$ cat src/hw/rtl/klhr_pkg.sv
// Package for the key line hold and ring controller.
// Holds register widths, reset values, register indexes and shared structs.
// Depends on nothing.
`default_nettype none

package klhr_pkg;

    localparam int LIMIT_W      = 8;
    localparam int LAMP_PAT_W   = 12;
    localparam int BELL_PAT_W   = 6;
    localparam int CFG_DATA_W   = 12;
    localparam int CFG_IDX_W    = 2;
    localparam int MODE_W       = 3;

    localparam int LAMP_SEL_W   = 4;
    localparam int BELL_SEL_W   = 3;

    localparam int DEF_LAMP_CADENCE_STEPS = 12;
    localparam int DEF_BELL_CADENCE_STEPS = 6;

    localparam logic [LIMIT_W-1:0]    RST_DEBOUNCE_LIMIT = 8'd10;
    localparam logic [LAMP_PAT_W-1:0] RST_HOLD_LAMP_PAT  = 12'd4030;
    localparam logic [LAMP_PAT_W-1:0] RST_RING_LAMP_PAT  = 12'd4032;
    localparam logic [BELL_PAT_W-1:0] RST_BELL_PAT       = 6'd3;

    localparam logic [CFG_IDX_W-1:0] REG_DEBOUNCE_LIMIT = 2'd0;
    localparam logic [CFG_IDX_W-1:0] REG_HOLD_LAMP_PAT  = 2'd1;
    localparam logic [CFG_IDX_W-1:0] REG_RING_LAMP_PAT  = 2'd2;
    localparam logic [CFG_IDX_W-1:0] REG_BELL_PAT       = 2'd3;

    localparam logic [MODE_W-1:0] MODE_IDLE    = 3'd0;
    localparam logic [MODE_W-1:0] MODE_RINGING = 3'd1;
    localparam logic [MODE_W-1:0] MODE_ENTER   = 3'd2;
    localparam logic [MODE_W-1:0] MODE_IN_USE  = 3'd3;
    localparam logic [MODE_W-1:0] MODE_HELD    = 3'd4;

    typedef logic [LAMP_SEL_W-1:0] t_lamp_sel;
    typedef logic [BELL_SEL_W-1:0] t_bell_sel;

    typedef struct packed {
        logic line_lvl;
        logic ring_lvl;
        logic a_lead;
    } t_levels;

    typedef struct packed {
        logic [LAMP_PAT_W-1:0] hold_lamp_pat;
        logic [LAMP_PAT_W-1:0] ring_lamp_pat;
        logic [BELL_PAT_W-1:0] bell_pat;
    } t_patterns;

    typedef struct packed {
        logic              hold_relay;
        logic              ring_relay;
        logic              lamp_drive;
        logic [MODE_W-1:0] line_mode;
    } t_result;

endpackage

`default_nettype wire

$ cat src/hw/rtl/klhr_debounce.sv
// Debounce of one raw input level with a saturating consecutive-mismatch counter.
// Depends on klhr_pkg.
`default_nettype none

module klhr_debounce
    import klhr_pkg::*;
(
    input  wire logic               i_clk,
    input  wire logic               i_rst_n,
    input  wire logic               i_en,
    input  wire logic               i_level,
    input  wire logic [LIMIT_W-1:0] i_limit,
    output logic                    o_level
);

    logic               r_latch;
    logic               n_latch;
    logic [LIMIT_W-1:0] r_count;
    logic [LIMIT_W-1:0] n_count;

    always_comb begin
        n_latch = r_latch;
        n_count = r_count;
        if (i_level != r_latch) begin
            if (r_count > i_limit) begin
                n_latch = i_level;
                n_count = '0;
            end else if (r_count != {LIMIT_W{1'b1}}) begin
                n_count = r_count + LIMIT_W'(1);
            end
        end else begin
            n_count = '0;
        end
    end

    always_ff @(posedge i_clk) begin
        if (!i_rst_n) begin
            r_latch <= 1'b0;
            r_count <= '0;
        end else if (i_en) begin
            r_latch <= n_latch;
            r_count <= n_count;
        end
    end

    // The mode logic sees the level as updated by this poll.
    assign o_level = n_latch;

endmodule

`default_nettype wire

$ cat src/hw/rtl/klhr_step_ctr.sv
// Cadence step counter that advances on a tick and wraps at its step count.
// Depends on klhr_pkg.
`default_nettype none

module klhr_step_ctr
    import klhr_pkg::*;
#(
    parameter int STEPS = DEF_LAMP_CADENCE_STEPS
) (
    input  wire logic                     i_clk,
    input  wire logic                     i_rst_n,
    input  wire logic                     i_en,
    input  wire logic                     i_tick,
    output logic [$clog2(STEPS)-1:0]      o_idx
);

    localparam int W = $clog2(STEPS);

    logic [W-1:0] r_idx;
    logic [W-1:0] n_idx;
    logic [W:0]   sum;

    always_comb begin
        sum   = {1'b0, r_idx} + (W+1)'(1);
        n_idx = r_idx;
        if (i_tick) begin
            n_idx = (sum >= (W+1)'(STEPS)) ? '0 : sum[W-1:0];
        end
    end

    always_ff @(posedge i_clk) begin
        if (!i_rst_n) begin
            r_idx <= '0;
        end else if (i_en) begin
            r_idx <= n_idx;
        end
    end

    assign o_idx = r_idx;

endmodule

`default_nettype wire

$ cat src/hw/rtl/klhr_mode.sv
// Line mode decision, hold flag and relay and lamp drive with cadence lookup.
// Depends on klhr_pkg.
`default_nettype none

module klhr_mode
    import klhr_pkg::*;
#(
    parameter int LAMP_IDX_W = LAMP_SEL_W,
    parameter int BELL_IDX_W = BELL_SEL_W
) (
    input  wire logic                  i_clk,
    input  wire logic                  i_rst_n,
    input  wire logic                  i_en,
    input  wire t_levels               i_levels,
    input  wire t_patterns             i_pats,
    input  wire logic [LAMP_IDX_W-1:0] i_lamp_idx,
    input  wire logic [BELL_IDX_W-1:0] i_bell_idx,
    output t_result                    o_result
);

    logic                          r_hold_flag;
    logic                          n_hold_flag;
    logic [(1<<LAMP_SEL_W)-1:0]    hold_pat_ext;
    logic [(1<<LAMP_SEL_W)-1:0]    ring_pat_ext;
    logic [(1<<BELL_SEL_W)-1:0]    bell_pat_ext;
    t_lamp_sel                     lamp_sel;
    t_bell_sel                     bell_sel;
    logic                          hold_lamp_now;
    logic                          ring_lamp_now;
    logic                          bell_now;

    // Steps past the end of a pattern read zero through the extension.
    always_comb begin
        hold_pat_ext  = (1<<LAMP_SEL_W)'(i_pats.hold_lamp_pat);
        ring_pat_ext  = (1<<LAMP_SEL_W)'(i_pats.ring_lamp_pat);
        bell_pat_ext  = (1<<BELL_SEL_W)'(i_pats.bell_pat);
        lamp_sel      = t_lamp_sel'(i_lamp_idx);
        bell_sel      = t_bell_sel'(i_bell_idx);
        hold_lamp_now = hold_pat_ext[lamp_sel];
        ring_lamp_now = ring_pat_ext[lamp_sel];
        bell_now      = bell_pat_ext[bell_sel];
    end

    always_comb begin
        o_result    = '0;
        n_hold_flag = 1'b0;
        if (i_levels.line_lvl) begin
            if (r_hold_flag) begin
                o_result.hold_relay = !i_levels.a_lead;
                o_result.lamp_drive = hold_lamp_now;
                o_result.line_mode  = MODE_HELD;
            end else if (i_levels.a_lead) begin
                o_result.lamp_drive = 1'b1;
                o_result.line_mode  = MODE_IN_USE;
            end else begin
                o_result.hold_relay = 1'b1;
                o_result.lamp_drive = hold_lamp_now;
                o_result.line_mode  = MODE_ENTER;
                n_hold_flag         = 1'b1;
            end
        end else if (i_levels.ring_lvl) begin
            o_result.ring_relay = bell_now;
            o_result.lamp_drive = ring_lamp_now;
            o_result.line_mode  = MODE_RINGING;
        end
    end

    always_ff @(posedge i_clk) begin
        if (!i_rst_n) begin
            r_hold_flag <= 1'b0;
        end else if (i_en) begin
            r_hold_flag <= n_hold_flag;
        end
    end

endmodule

`default_nettype wire

$ cat src/hw/rtl/key_line_hold_ring_controller_unit.sv
// Top level of the key line hold and ring controller for one telephone line.
// Depends on klhr_pkg, klhr_debounce, klhr_step_ctr and klhr_mode.
//
//   Channel  Direction  Handshake                 Payload
//   in       to block   i_in_valid / o_in_stall   3 raw levels, lamp and bell ticks
//   out      from block o_out_valid / i_out_stall hold, ring, lamp, line mode
//   cfg      to block   i_cfg_we                  i_cfg_idx, i_cfg_data
//
// One poll per cycle unless the input is stalled: state and the output register
// update on the accepting edge, so the result is offered from the next cycle on.
// The only storage between the channels is the output register, so a transfer
// is taken whenever that register is empty or is being emptied in the same cycle.
// Reset is synchronous and active low; configuration registers return to their
// defaults and all debounce, hold and cadence state clears.
`default_nettype none

module key_line_hold_ring_controller_unit
    import klhr_pkg::*;
#(
    parameter int LAMP_CADENCE_STEPS = DEF_LAMP_CADENCE_STEPS,
    parameter int BELL_CADENCE_STEPS = DEF_BELL_CADENCE_STEPS
) (
    input  wire logic                  i_clk,
    input  wire logic                  i_rst_n,
    input  wire logic                  i_in_valid,
    output logic                       o_in_stall,
    input  wire logic                  i_line_detect_raw,
    input  wire logic                  i_ring_detect_raw,
    input  wire logic                  i_a_lead_raw,
    input  wire logic                  i_lamp_tick,
    input  wire logic                  i_bell_tick,
    output logic                       o_out_valid,
    input  wire logic                  i_out_stall,
    output logic                       o_hold_relay,
    output logic                       o_ring_relay,
    output logic                       o_lamp_drive,
    output logic [MODE_W-1:0]          o_line_mode,
    input  wire logic                  i_cfg_we,
    input  wire logic [CFG_IDX_W-1:0]  i_cfg_idx,
    input  wire logic [CFG_DATA_W-1:0] i_cfg_data
);

    localparam int LAMP_IDX_W = $clog2(LAMP_CADENCE_STEPS);
    localparam int BELL_IDX_W = $clog2(BELL_CADENCE_STEPS);

    logic [LIMIT_W-1:0]    r_limit;
    t_patterns             r_pats;
    logic                  in_xfer;
    t_levels               levels;
    logic [LAMP_IDX_W-1:0] lamp_idx;
    logic [BELL_IDX_W-1:0] bell_idx;
    t_result               result;
    t_result               r_result;
    logic                  r_out_valid;

    always_ff @(posedge i_clk) begin
        if (!i_rst_n) begin
            r_limit              <= RST_DEBOUNCE_LIMIT;
            r_pats.hold_lamp_pat <= RST_HOLD_LAMP_PAT;
            r_pats.ring_lamp_pat <= RST_RING_LAMP_PAT;
            r_pats.bell_pat      <= RST_BELL_PAT;
        end else if (i_cfg_we) begin
            case (i_cfg_idx)
                REG_DEBOUNCE_LIMIT: r_limit              <= i_cfg_data[LIMIT_W-1:0];
                REG_HOLD_LAMP_PAT:  r_pats.hold_lamp_pat <= i_cfg_data[LAMP_PAT_W-1:0];
                REG_RING_LAMP_PAT:  r_pats.ring_lamp_pat <= i_cfg_data[LAMP_PAT_W-1:0];
                REG_BELL_PAT:       r_pats.bell_pat      <= i_cfg_data[BELL_PAT_W-1:0];
                default: begin
                end
            endcase
        end
    end

    assign o_in_stall = r_out_valid && i_out_stall;
    assign in_xfer    = i_in_valid && !o_in_stall;

    klhr_debounce u_deb_line (
        .i_clk   (i_clk),
        .i_rst_n (i_rst_n),
        .i_en    (in_xfer),
        .i_level (i_line_detect_raw),
        .i_limit (r_limit),
        .o_level (levels.line_lvl)
    );

    klhr_debounce u_deb_ring (
        .i_clk   (i_clk),
        .i_rst_n (i_rst_n),
        .i_en    (in_xfer),
        .i_level (i_ring_detect_raw),
        .i_limit (r_limit),
        .o_level (levels.ring_lvl)
    );

    klhr_debounce u_deb_a_lead (
        .i_clk   (i_clk),
        .i_rst_n (i_rst_n),
        .i_en    (in_xfer),
        .i_level (i_a_lead_raw),
        .i_limit (r_limit),
        .o_level (levels.a_lead)
    );

    klhr_step_ctr #(
        .STEPS (LAMP_CADENCE_STEPS)
    ) u_lamp_step (
        .i_clk   (i_clk),
        .i_rst_n (i_rst_n),
        .i_en    (in_xfer),
        .i_tick  (i_lamp_tick),
        .o_idx   (lamp_idx)
    );

    klhr_step_ctr #(
        .STEPS (BELL_CADENCE_STEPS)
    ) u_bell_step (
        .i_clk   (i_clk),
        .i_rst_n (i_rst_n),
        .i_en    (in_xfer),
        .i_tick  (i_bell_tick),
        .o_idx   (bell_idx)
    );

    klhr_mode #(
        .LAMP_IDX_W (LAMP_IDX_W),
        .BELL_IDX_W (BELL_IDX_W)
    ) u_mode (
        .i_clk      (i_clk),
        .i_rst_n    (i_rst_n),
        .i_en       (in_xfer),
        .i_levels   (levels),
        .i_pats     (r_pats),
        .i_lamp_idx (lamp_idx),
        .i_bell_idx (bell_idx),
        .o_result   (result)
    );

    always_ff @(posedge i_clk) begin
        if (!i_rst_n) begin
            r_out_valid <= 1'b0;
        end else if (in_xfer) begin
            r_out_valid <= 1'b1;
        end else if (!i_out_stall) begin
            r_out_valid <= 1'b0;
        end
    end

    always_ff @(posedge i_clk) begin
        if (in_xfer) begin
            r_result <= result;
        end
    end

    assign o_out_valid  = r_out_valid;
    assign o_hold_relay = r_result.hold_relay;
    assign o_ring_relay = r_result.ring_relay;
    assign o_lamp_drive = r_result.lamp_drive;
    assign o_line_mode  = r_result.line_mode;

    a_xfer_gives_result: assert property (@(posedge i_clk) disable iff (!i_rst_n)
        in_xfer |=> r_out_valid)
        else $error("accepted transfer did not load the output register");

    a_stall_only_when_full: assert property (@(posedge i_clk) disable iff (!i_rst_n)
        o_in_stall |-> r_out_valid)
        else $error("input stalled with an empty output register");

    a_ring_only_ringing: assert property (@(posedge i_clk) disable iff (!i_rst_n)
        (r_out_valid && r_result.ring_relay) |-> (r_result.line_mode == MODE_RINGING))
        else $error("ring relay driven outside the ringing mode");

    a_in_use_lamp_on: assert property (@(posedge i_clk) disable iff (!i_rst_n)
        (r_out_valid && r_result.line_mode == MODE_IN_USE) |->
        (r_result.lamp_drive && !r_result.hold_relay))
        else $error("in use mode with lamp off or hold relay energized");

    a_enter_then_held: assert property (@(posedge i_clk) disable iff (!i_rst_n)
        (in_xfer && result.line_mode == MODE_ENTER) ##1 in_xfer |->
        (result.line_mode == MODE_HELD || result.line_mode == MODE_IDLE ||
         result.line_mode == MODE_RINGING))
        else $error("entering hold not followed by the held mode or line loss");

endmodule

`default_nettype wire
$ cat config.mk
export PLATFORM = sky130hd
export DESIGN_NAME = key_line_hold_ring_controller_unit
export DESIGN_NICKNAME = d
export VERILOG_FILES = /design/src/hw/rtl/klhr_pkg.sv /design/src/hw/rtl/klhr_debounce.sv /design/src/hw/rtl/klhr_step_ctr.sv /design/src/hw/rtl/klhr_mode.sv /design/src/hw/rtl/key_line_hold_ring_controller_unit.sv
export SDC_FILE = /design/constraint.sdc
export NUM_CORES = 1
export LEC_CHECK = 0
export ABC_AREA = 1
export BUFFER_PORTS_ARGS = -buffer_cell sky130_fd_sc_hd__buf_2
export CORE_UTILIZATION = 45
export DETAILED_ROUTE_END_ITERATION = 8
export REMOVE_ABC_BUFFERS = 1
export SYNTH_ARGS = -nofsm -noshare
export SYNTH_HDL_FRONTEND = slang
export SYNTH_SLANG_ARGS = --single-unit
$ cat constraint.sdc
create_clock -name i_clk -period 2.5 [get_ports i_clk]
set_input_delay 0.25 -clock i_clk [delete_from_list [all_inputs] [get_ports i_clk]]
set_output_delay 0.25 -clock i_clk [all_outputs]
set_load 0.05 [all_outputs]
[Word level (Yosys, flattened, before mapping)]
Index checks and enable logic that the tools add are counted.
Word-level totals
  register bits: 80
  input bits: 24
  output and inout port bits: 8
Operators by class
  add/subtract/negate cells: 5
  magnitude comparators: 7
  equality and inequality tests: 13
  mux-type cells: 33
  bitwise operators: 1
  reductions and logical operators: 15
Operator list (count)
  two-way mux 8 bit: 9
  adder 8 x 1 -> 8 bit (second input constant): 3
  greater-than comparator 8 bit: 3
  != test 8 bit (second input constant): 3
  two-way mux 4 bit: 5
  AND reduction 2 bit: 9
  two-way mux 1 bit: 15
  != test 3 bit (second input constant): 3
  binary-select mux 1 bit (select 4 bit): 2
  adder 4 x 1 -> 5 bit (second input constant): 1
  >= comparator 5 x 4 -> 1 bit (second input constant): 1
  < comparator 4 x 5 -> 1 bit (second input constant): 1
  adder 3 x 1 -> 4 bit (second input constant): 1
  equality test 2 bit (second input constant): 2
  >= comparator 4 x 3 -> 1 bit (second input constant): 1
  < comparator 3 x 4 -> 1 bit (second input constant): 1
  binary-select mux 1 bit (select 3 bit): 1
  two-way mux 3 bit: 1
  != test 1 bit: 3
  equality test 2 x 1 -> 1 bit (second input constant): 1
  logical AND 1 bit: 2
  zero test 1 bit: 2
  zero test 2 bit: 1
  != test 2 x 1 -> 1 bit (second input constant): 1
  other kinds (2): 2

[Longest topological paths before layout]
  depth after elaboration: 6
  depth in mapped cells: 15

[Cells and area by module]
Synthesis repeated with hierarchy kept, for this count alone.
Unflattened totals
  cells, all modules: 769
  area, all modules: 5141.2 µm²
Modules (own cells, without submodules)
  klhr_debounce: instances 3, cells an instance 128, area an instance 845.8 µm², seq. area each 180.2 µm²
  key_line_hold_ring_controller_unit: instances 1, cells an instance 223, area an instance 1726.7 µm², seq. area each 960.9 µm²
  klhr_mode: instances 1, cells an instance 99, area an instance 434.2 µm², seq. area each 20.0 µm²
  klhr_step_ctr at u_lamp_step: instances 1, cells an instance 34, area an instance 239.0 µm², seq. area each 80.1 µm²
  klhr_step_ctr at u_bell_step: instances 1, cells an instance 29, area an instance 203.9 µm², seq. area each 60.1 µm²

[Least setup slack after synthesis]
Ideal clock, no wire load.
  kind: reg-to-reg
  start: register r_out_valid (netlist: o_out_valid)
  end: register u_deb_ring.r_count[7]
  library setup time: 0.118 ns
  arrival time: 1.734 ns
  required time: 2.382 ns
  setup slack: 0.648 ns
  stages on the path, launching flop included: 7
  period minus slack after synthesis: 1.852 ns
  path through: dfxtp_1 nand2_1 inv_1 nor2_2 clkbuf_1 o21ai_0 nor2_1
On the way
  cells in the longest elaborated chain, start to end: 4
RTL lines
  start, declared: line key_line_hold_ring_controller_unit.sv:54  | logic r_out_valid;
  start signal, assigned: line key_line_hold_ring_controller_unit.sv:140  | r_out_valid <= 1'b0;
  start signal, assigned: line key_line_hold_ring_controller_unit.sv:142  | r_out_valid <= 1'b1;
  start signal, assigned: line key_line_hold_ring_controller_unit.sv:144  | r_out_valid <= 1'b0;
  logical AND 1 bit: line key_line_hold_ring_controller_unit.sv:74  | assign o_in_stall = r_out_valid && i_out_stall;
  net o_in_stall: line key_line_hold_ring_controller_unit.sv:26  | output logic o_in_stall,
  zero test 1 bit: line key_line_hold_ring_controller_unit.sv:75  | assign in_xfer = i_in_valid && !o_in_stall;
  logical AND 1 bit: line key_line_hold_ring_controller_unit.sv:75
  net in_xfer: line key_line_hold_ring_controller_unit.sv:48  | logic in_xfer;
  AND reduction 2 bit (no source line)
  end signal, assigned: line klhr_debounce.sv:42  | r_count <= n_count;
  end, declared: line klhr_debounce.sv:18  | logic [LIMIT_W-1:0] r_count;
The timed path passes the listed nets, and every way through them passes these cells.
A chain may end at the register's enable or synchronous reset.

==> impl_results.html <==
<table>
<tr><th>Metric</th><th>Value</th></tr>
<tr><th colspan="2">Setup path</th></tr>
<tr><td>Largest fanout on the critical path</td><td>8</td></tr>
<tr><td>Flop-to-flop setup slack</td><td>0.46 ns</td></tr>
<tr><td>Kind of start point of the critical path</td><td>flop</td></tr>
<tr><td>Arr. time, crit path</td><td>2.14 ns</td></tr>
<tr><td>CP Capture Type</td><td>flop</td></tr>
<tr><td>Critical path class</td><td>flop to flop</td></tr>
<tr><td>Req. time, crit path</td><td>roughly 2.6 ns</td></tr>
<tr><th colspan="2">Final layout</th></tr>
<tr><td>Layout Area Growth over Synthesis</td><td>9.91%</td></tr>
<tr><td>Number of nets in the layout</td><td>~760</td></tr>
<tr><td>Number of filler instances in the final layout</td><td>1022</td></tr>
<tr><td>Ratio of cells with drive above 1 in the final layout</td><td>12.7%</td></tr>
<tr><td>Multi-input gate area in the final layout</td><td>2550 µm²</td></tr>
<tr><td>Ant. Diodes</td><td>0</td></tr>
<tr><td>Register area</td><td>between 1500 and 2000 µm²</td></tr>
<tr><td>Post-route standard cell area excluding fillers</td><td>5100 µm²</td></tr>
<tr><td>Post-route core utilization</td><td>about half</td></tr>
<tr><th colspan="2">Clock tree</th></tr>
<tr><td>CTS H-Tree Depth</td><td>3</td></tr>
<tr><td>Clk Tree Root Cell</td><td>sky130_fd_sc_hd__clkbuf_8</td></tr>
<tr><td>Hold buffers post-CTS</td><td>0</td></tr>
<tr><td>Clock sink total</td><td>80</td></tr>
<tr><td>Clock slew at the register clock pins of the worst setup and hold paths</td><td>0.09 ns</td></tr>
<tr><td>Clock tree from TritonCTS</td><td>yes</td></tr>
<tr><td>Buffers inserted during post-CTS setup optimization</td><td>0</td></tr>
<tr><td>Number of buffers on the longest clock path</td><td>2</td></tr>
<tr><td>Clock insertion delay at the later pin of the skew report</td><td>0.35 ns</td></tr>
<tr><td>Clock buffers created by TritonCTS</td><td>9</td></tr>
<tr><td>CTS-repair resized insts</td><td>0</td></tr>
<tr><th colspan="2">Synthesis</th></tr>
<tr><td>Number of enable flip-flop cells after synthesis</td><td>6</td></tr>
<tr><td>Gate Count Post-Synth</td><td>675</td></tr>
<tr><td>Number of synthesized register bits</td><td>80</td></tr>
<tr><td>Synthesized area per cell</td><td>6.88 µm²</td></tr>
<tr><td>Count of warnings emitted by yosys</td><td>0</td></tr>
<tr><td>Proportion of register bits with asynchronous set or reset after synthesis</td><td>0%</td></tr>
<tr><td>Part of the Yosys area used for sequential elements</td><td>35.8%</td></tr>
<tr><td>Library cell with the highest instance count after synthesis</td><td>sky130_fd_sc_hd__nand2_1</td></tr>
<tr><td>Share of Yosys cell area claimed by the top area cell type</td><td>a little under a third</td></tr>
<tr><td>Most frequent cells after synthesis</td><td>sky130_fd_sc_hd__nand2_1, sky130_fd_sc_hd__nor2_1, sky130_fd_sc_hd__dfxtp_1, sky130_fd_sc_hd__inv_1, sky130_fd_sc_hd__nand3_1</td></tr>
<tr><td>Primary FF master, synth</td><td>sky130_fd_sc_hd__dfxtp_1</td></tr>
<tr><td>Top cells by area in the synthesized netlist</td><td>sky130_fd_sc_hd__dfxtp_1, sky130_fd_sc_hd__nand2_1, sky130_fd_sc_hd__ha_1</td></tr>
<tr><td>Cell type contributing the most total cell area after synthesis</td><td>sky130_fd_sc_hd__dfxtp_1</td></tr>
<tr><td>Post-synth cell types</td><td>36</td></tr>
<tr><td>Netlist Area Pre-Place</td><td>about 4600 µm²</td></tr>
<tr><th colspan="2">Placement</th></tr>
<tr><td>Weighted congestion reported at the end of routability-driven placement</td><td>0.841</td></tr>
<tr><td>Total of buffers placed on input and output ports</td><td>31</td></tr>
<tr><td>Placed inst area</td><td>4930 µm²</td></tr>
<tr><td>Detailed-placement wirelength estimate</td><td>7.90 mm</td></tr>
<tr><th colspan="2">Timing</th></tr>
<tr><td>Endpoints failing hold</td><td>0</td></tr>
<tr><td>Final clock period utilization by the worst path</td><td>81.5%</td></tr>
<tr><td>Time the worst path needs with I/O delays and setup</td><td>around 2.0 ns</td></tr>
<tr><td>Slew @ Worst Pin</td><td>0.695 ns</td></tr>
<tr><td>Setup-failing EPs final</td><td>0</td></tr>
<tr><td>Worst clock skew on the final layout</td><td>around 0.013 ns</td></tr>
<tr><td>Worst slew margin</td><td>between 50% and 60%</td></tr>
<tr><td>Count of pins over their slew limit</td><td>0</td></tr>
<tr><td>RSZ-0062 raised after global routing</td><td>false</td></tr>
<tr><td>Top achievable clock speed</td><td>491 MHz</td></tr>
<tr><th colspan="2">Die</th></tr>
<tr><td>Initial core utilization</td><td>46.9%</td></tr>
<tr><td>Total number of placement rows</td><td>36</td></tr>
<tr><td>Die Y</td><td>between 100 and 150 µm</td></tr>
<tr><td>Die outline area</td><td>10700 µm²</td></tr>
<tr><td>Area inside the core boundary</td><td>9910 µm²</td></tr>
<tr><td>Overall die width</td><td>just over 100 µm</td></tr>
<tr><td>I/O pin count</td><td>32</td></tr>
<tr><th colspan="2">Routing</th></tr>
<tr><td>Detailed-route via count</td><td>4128</td></tr>
<tr><td>Met3 Wirelength</td><td>around 250 µm</td></tr>
<tr><td>WL/cell</td><td>12.8 µm</td></tr>
<tr><td>Total length of routed wires</td><td>10.7 mm</td></tr>
<tr><td>Highest routed layer</td><td>met4</td></tr>
<tr><td>Met2 wire len</td><td>5.00 mm</td></tr>
<tr><td>Count of TritonRoute iterations in the first routing pass</td><td>5</td></tr>
<tr><td>M1 wire length</td><td>5.36 mm</td></tr>
<tr><td>Remaining antenna violation count</td><td>0</td></tr>
<tr><td>DRC</td><td>0</td></tr>
<tr><td>DRT iter0 DRCs</td><td>156</td></tr>
<tr><td>Via density</td><td>between 4 and 5</td></tr>
<tr><th colspan="2">Status</th></tr>
<tr><td>Outcome</td><td>complete, no violations</td></tr>
<tr><th colspan="2">Power and ir drop</th></tr>
<tr><td>Worst ir drop on vdd</td><td>0.279 mV</td></tr>
<tr><td>LEAKAGE</td><td>0.00242 µW</td></tr>
<tr><td>PwrDens</td><td>546 nW/µm²</td></tr>
<tr><th colspan="2">Global route</th></tr>
<tr><td>Wire length of the first global-routing pass</td><td>18.1 mm</td></tr>
<tr><td>Largest net degree at the start of global routing</td><td>62</td></tr>
<tr><td>Vias in the first global route</td><td>3780</td></tr>
<tr><td>Initial antenna violation count</td><td>0</td></tr>
<tr><td>Grt total ovfl</td><td>0</td></tr>
<tr><td>All-layer global routing usage</td><td>between 20% and 30%</td></tr>
<tr><th colspan="2">Flow run</th></tr>
<tr><td>Max Cap Viol</td><td>0</td></tr>
<tr><th colspan="2">Hold path</th></tr>
<tr><td>Worst hold path class</td><td>primary input to flop</td></tr>
</table>
## cell usage in the layout (no fill, tap or decap), types with 5 or more instances in the layout
master / instances
sky130_fd_sc_hd__xor2_1: 5
sky130_fd_sc_hd__clkbuf_8: 10
sky130_fd_sc_hd__buf_2: 31
sky130_fd_sc_hd__ha_1: 31
sky130_fd_sc_hd__o21ai_0: 38
sky130_fd_sc_hd__nand3_1: 67
sky130_fd_sc_hd__nand2_1: 142
sky130_fd_sc_hd__inv_2: 13
sky130_fd_sc_hd__dfxtp_1: 74
sky130_fd_sc_hd__nor2_2: 6
sky130_fd_sc_hd__edfxtp_1: 6
sky130_fd_sc_hd__nand2_2: 8
sky130_fd_sc_hd__o21ai_1: 14
sky130_fd_sc_hd__clkinv_1: 10
sky130_fd_sc_hd__a21oi_1: 39
sky130_fd_sc_hd__nor2_1: 90
sky130_fd_sc_hd__inv_1: 74
## routing by layer
layer	up-vias	global-route usage (%)
met5	-	0
met4	0	6.00
met3	15	3.08
met2	44	34.7
met1	1856	28.1
li1	2213	-
## flip-flops by register name, summed over array words and instances (netlist names)
| name | count |
|---|---|
| r_pats | 30 |
| r_limit | 8 |
| u_deb_a_lead.r_count | 8 |
| u_deb_line.r_count | 8 |
| u_deb_ring.r_count | 8 |
| u_lamp_step.o_idx | 4 |
| o_line_mode | 3 |
| u_bell_step.o_idx | 3 |
| o_hold_relay | 1 |
| o_lamp_drive | 1 |
| o_out_valid | 1 |
| o_ring_relay | 1 |
| u_deb_a_lead.r_latch | 1 |
| u_deb_line.r_latch | 1 |
| u_deb_ring.r_latch | 1 |
| u_mode.r_hold_flag | 1 |
## through the flow
stage | TNS, ns | setup slack, ns | cells | total power [µW] | hold slack, ns
after global routing | 0 | 0.250 | 841 | 2960 | 0.122
after detailed placement | 0 | 0.496 | 825 | 1930 | 0.439
after global placement | 0 | 0.584 | 825 | 1920 | 0.432
after CTS | 0 | 0.482 | 841 | 2820 | 0.101
after floorplan | -0.788 | -0.164 | 657 | 1780 | 0.334
final | 0 | 0.463 | 841 | 2790 | 0.113
## report_power, final
part | leakage, µW | internal (µW) | switching, µW
Combinational | 0.00166 | 160 | 333
Clock | 0.0000908 | 395 | 493
Sequential | 0.000666 | 1360 | 46.7
## layout make-up
cell class                      count  area share (%)
Inverter                           97            7.13
Tap cell                          133            3.26
Sequential cell                    80            32.5
Clock buffer                       11            2.77
Timing Repair Buffer               35            3.63
Multi-Input combinational cell    480            49.9
Clock inverter                      5           0.735
## cell families after synthesis
family,Yosys count,share of synthesized area [%]
XOR/XNOR,10,2.29
flip-flops,80,35.8
buffers and inverters,115,9.46
adder cells (fa/ha/maj),31,8.35
AND/OR/NAND/NOR,335,32.3
AO/OA/AOI/OAI,104,11.8
## worst max-delay path: stages, from the launching register on
cell and delay, ns:
sky130_fd_sc_hd__dfxtp_1 0.31, sky130_fd_sc_hd__inv_1 0.09, sky130_fd_sc_hd__ha_1 0.31, sky130_fd_sc_hd__nand2_1 0.08
sky130_fd_sc_hd__nor2_1 0.15, sky130_fd_sc_hd__nand4_1 0.17, sky130_fd_sc_hd__nand2_2 0.22, sky130_fd_sc_hd__nand2_1 0.07
sky130_fd_sc_hd__nand2_1 0.17, sky130_fd_sc_hd__nor2_1 0.08, sky130_fd_sc_hd__nand2_1 0.08, sky130_fd_sc_hd__nand3_1 0.07
## path summary, 6_finish.rpt
| kind | start | cells past startpoint | endpoint |
|---|---|---|---|
| setup / recovery | r_limit[7] | 11 | o_lamp_drive |
| setup reg to reg | r_limit[7] | 11 | o_lamp_drive |
| hold / removal | i_cfg_data[10] | 3 | r_pats[28] |
| hold reg to reg | r_pats[23] | 2 | r_pats[23] |
Note: power is estimated with default switching activity, not from simulation.
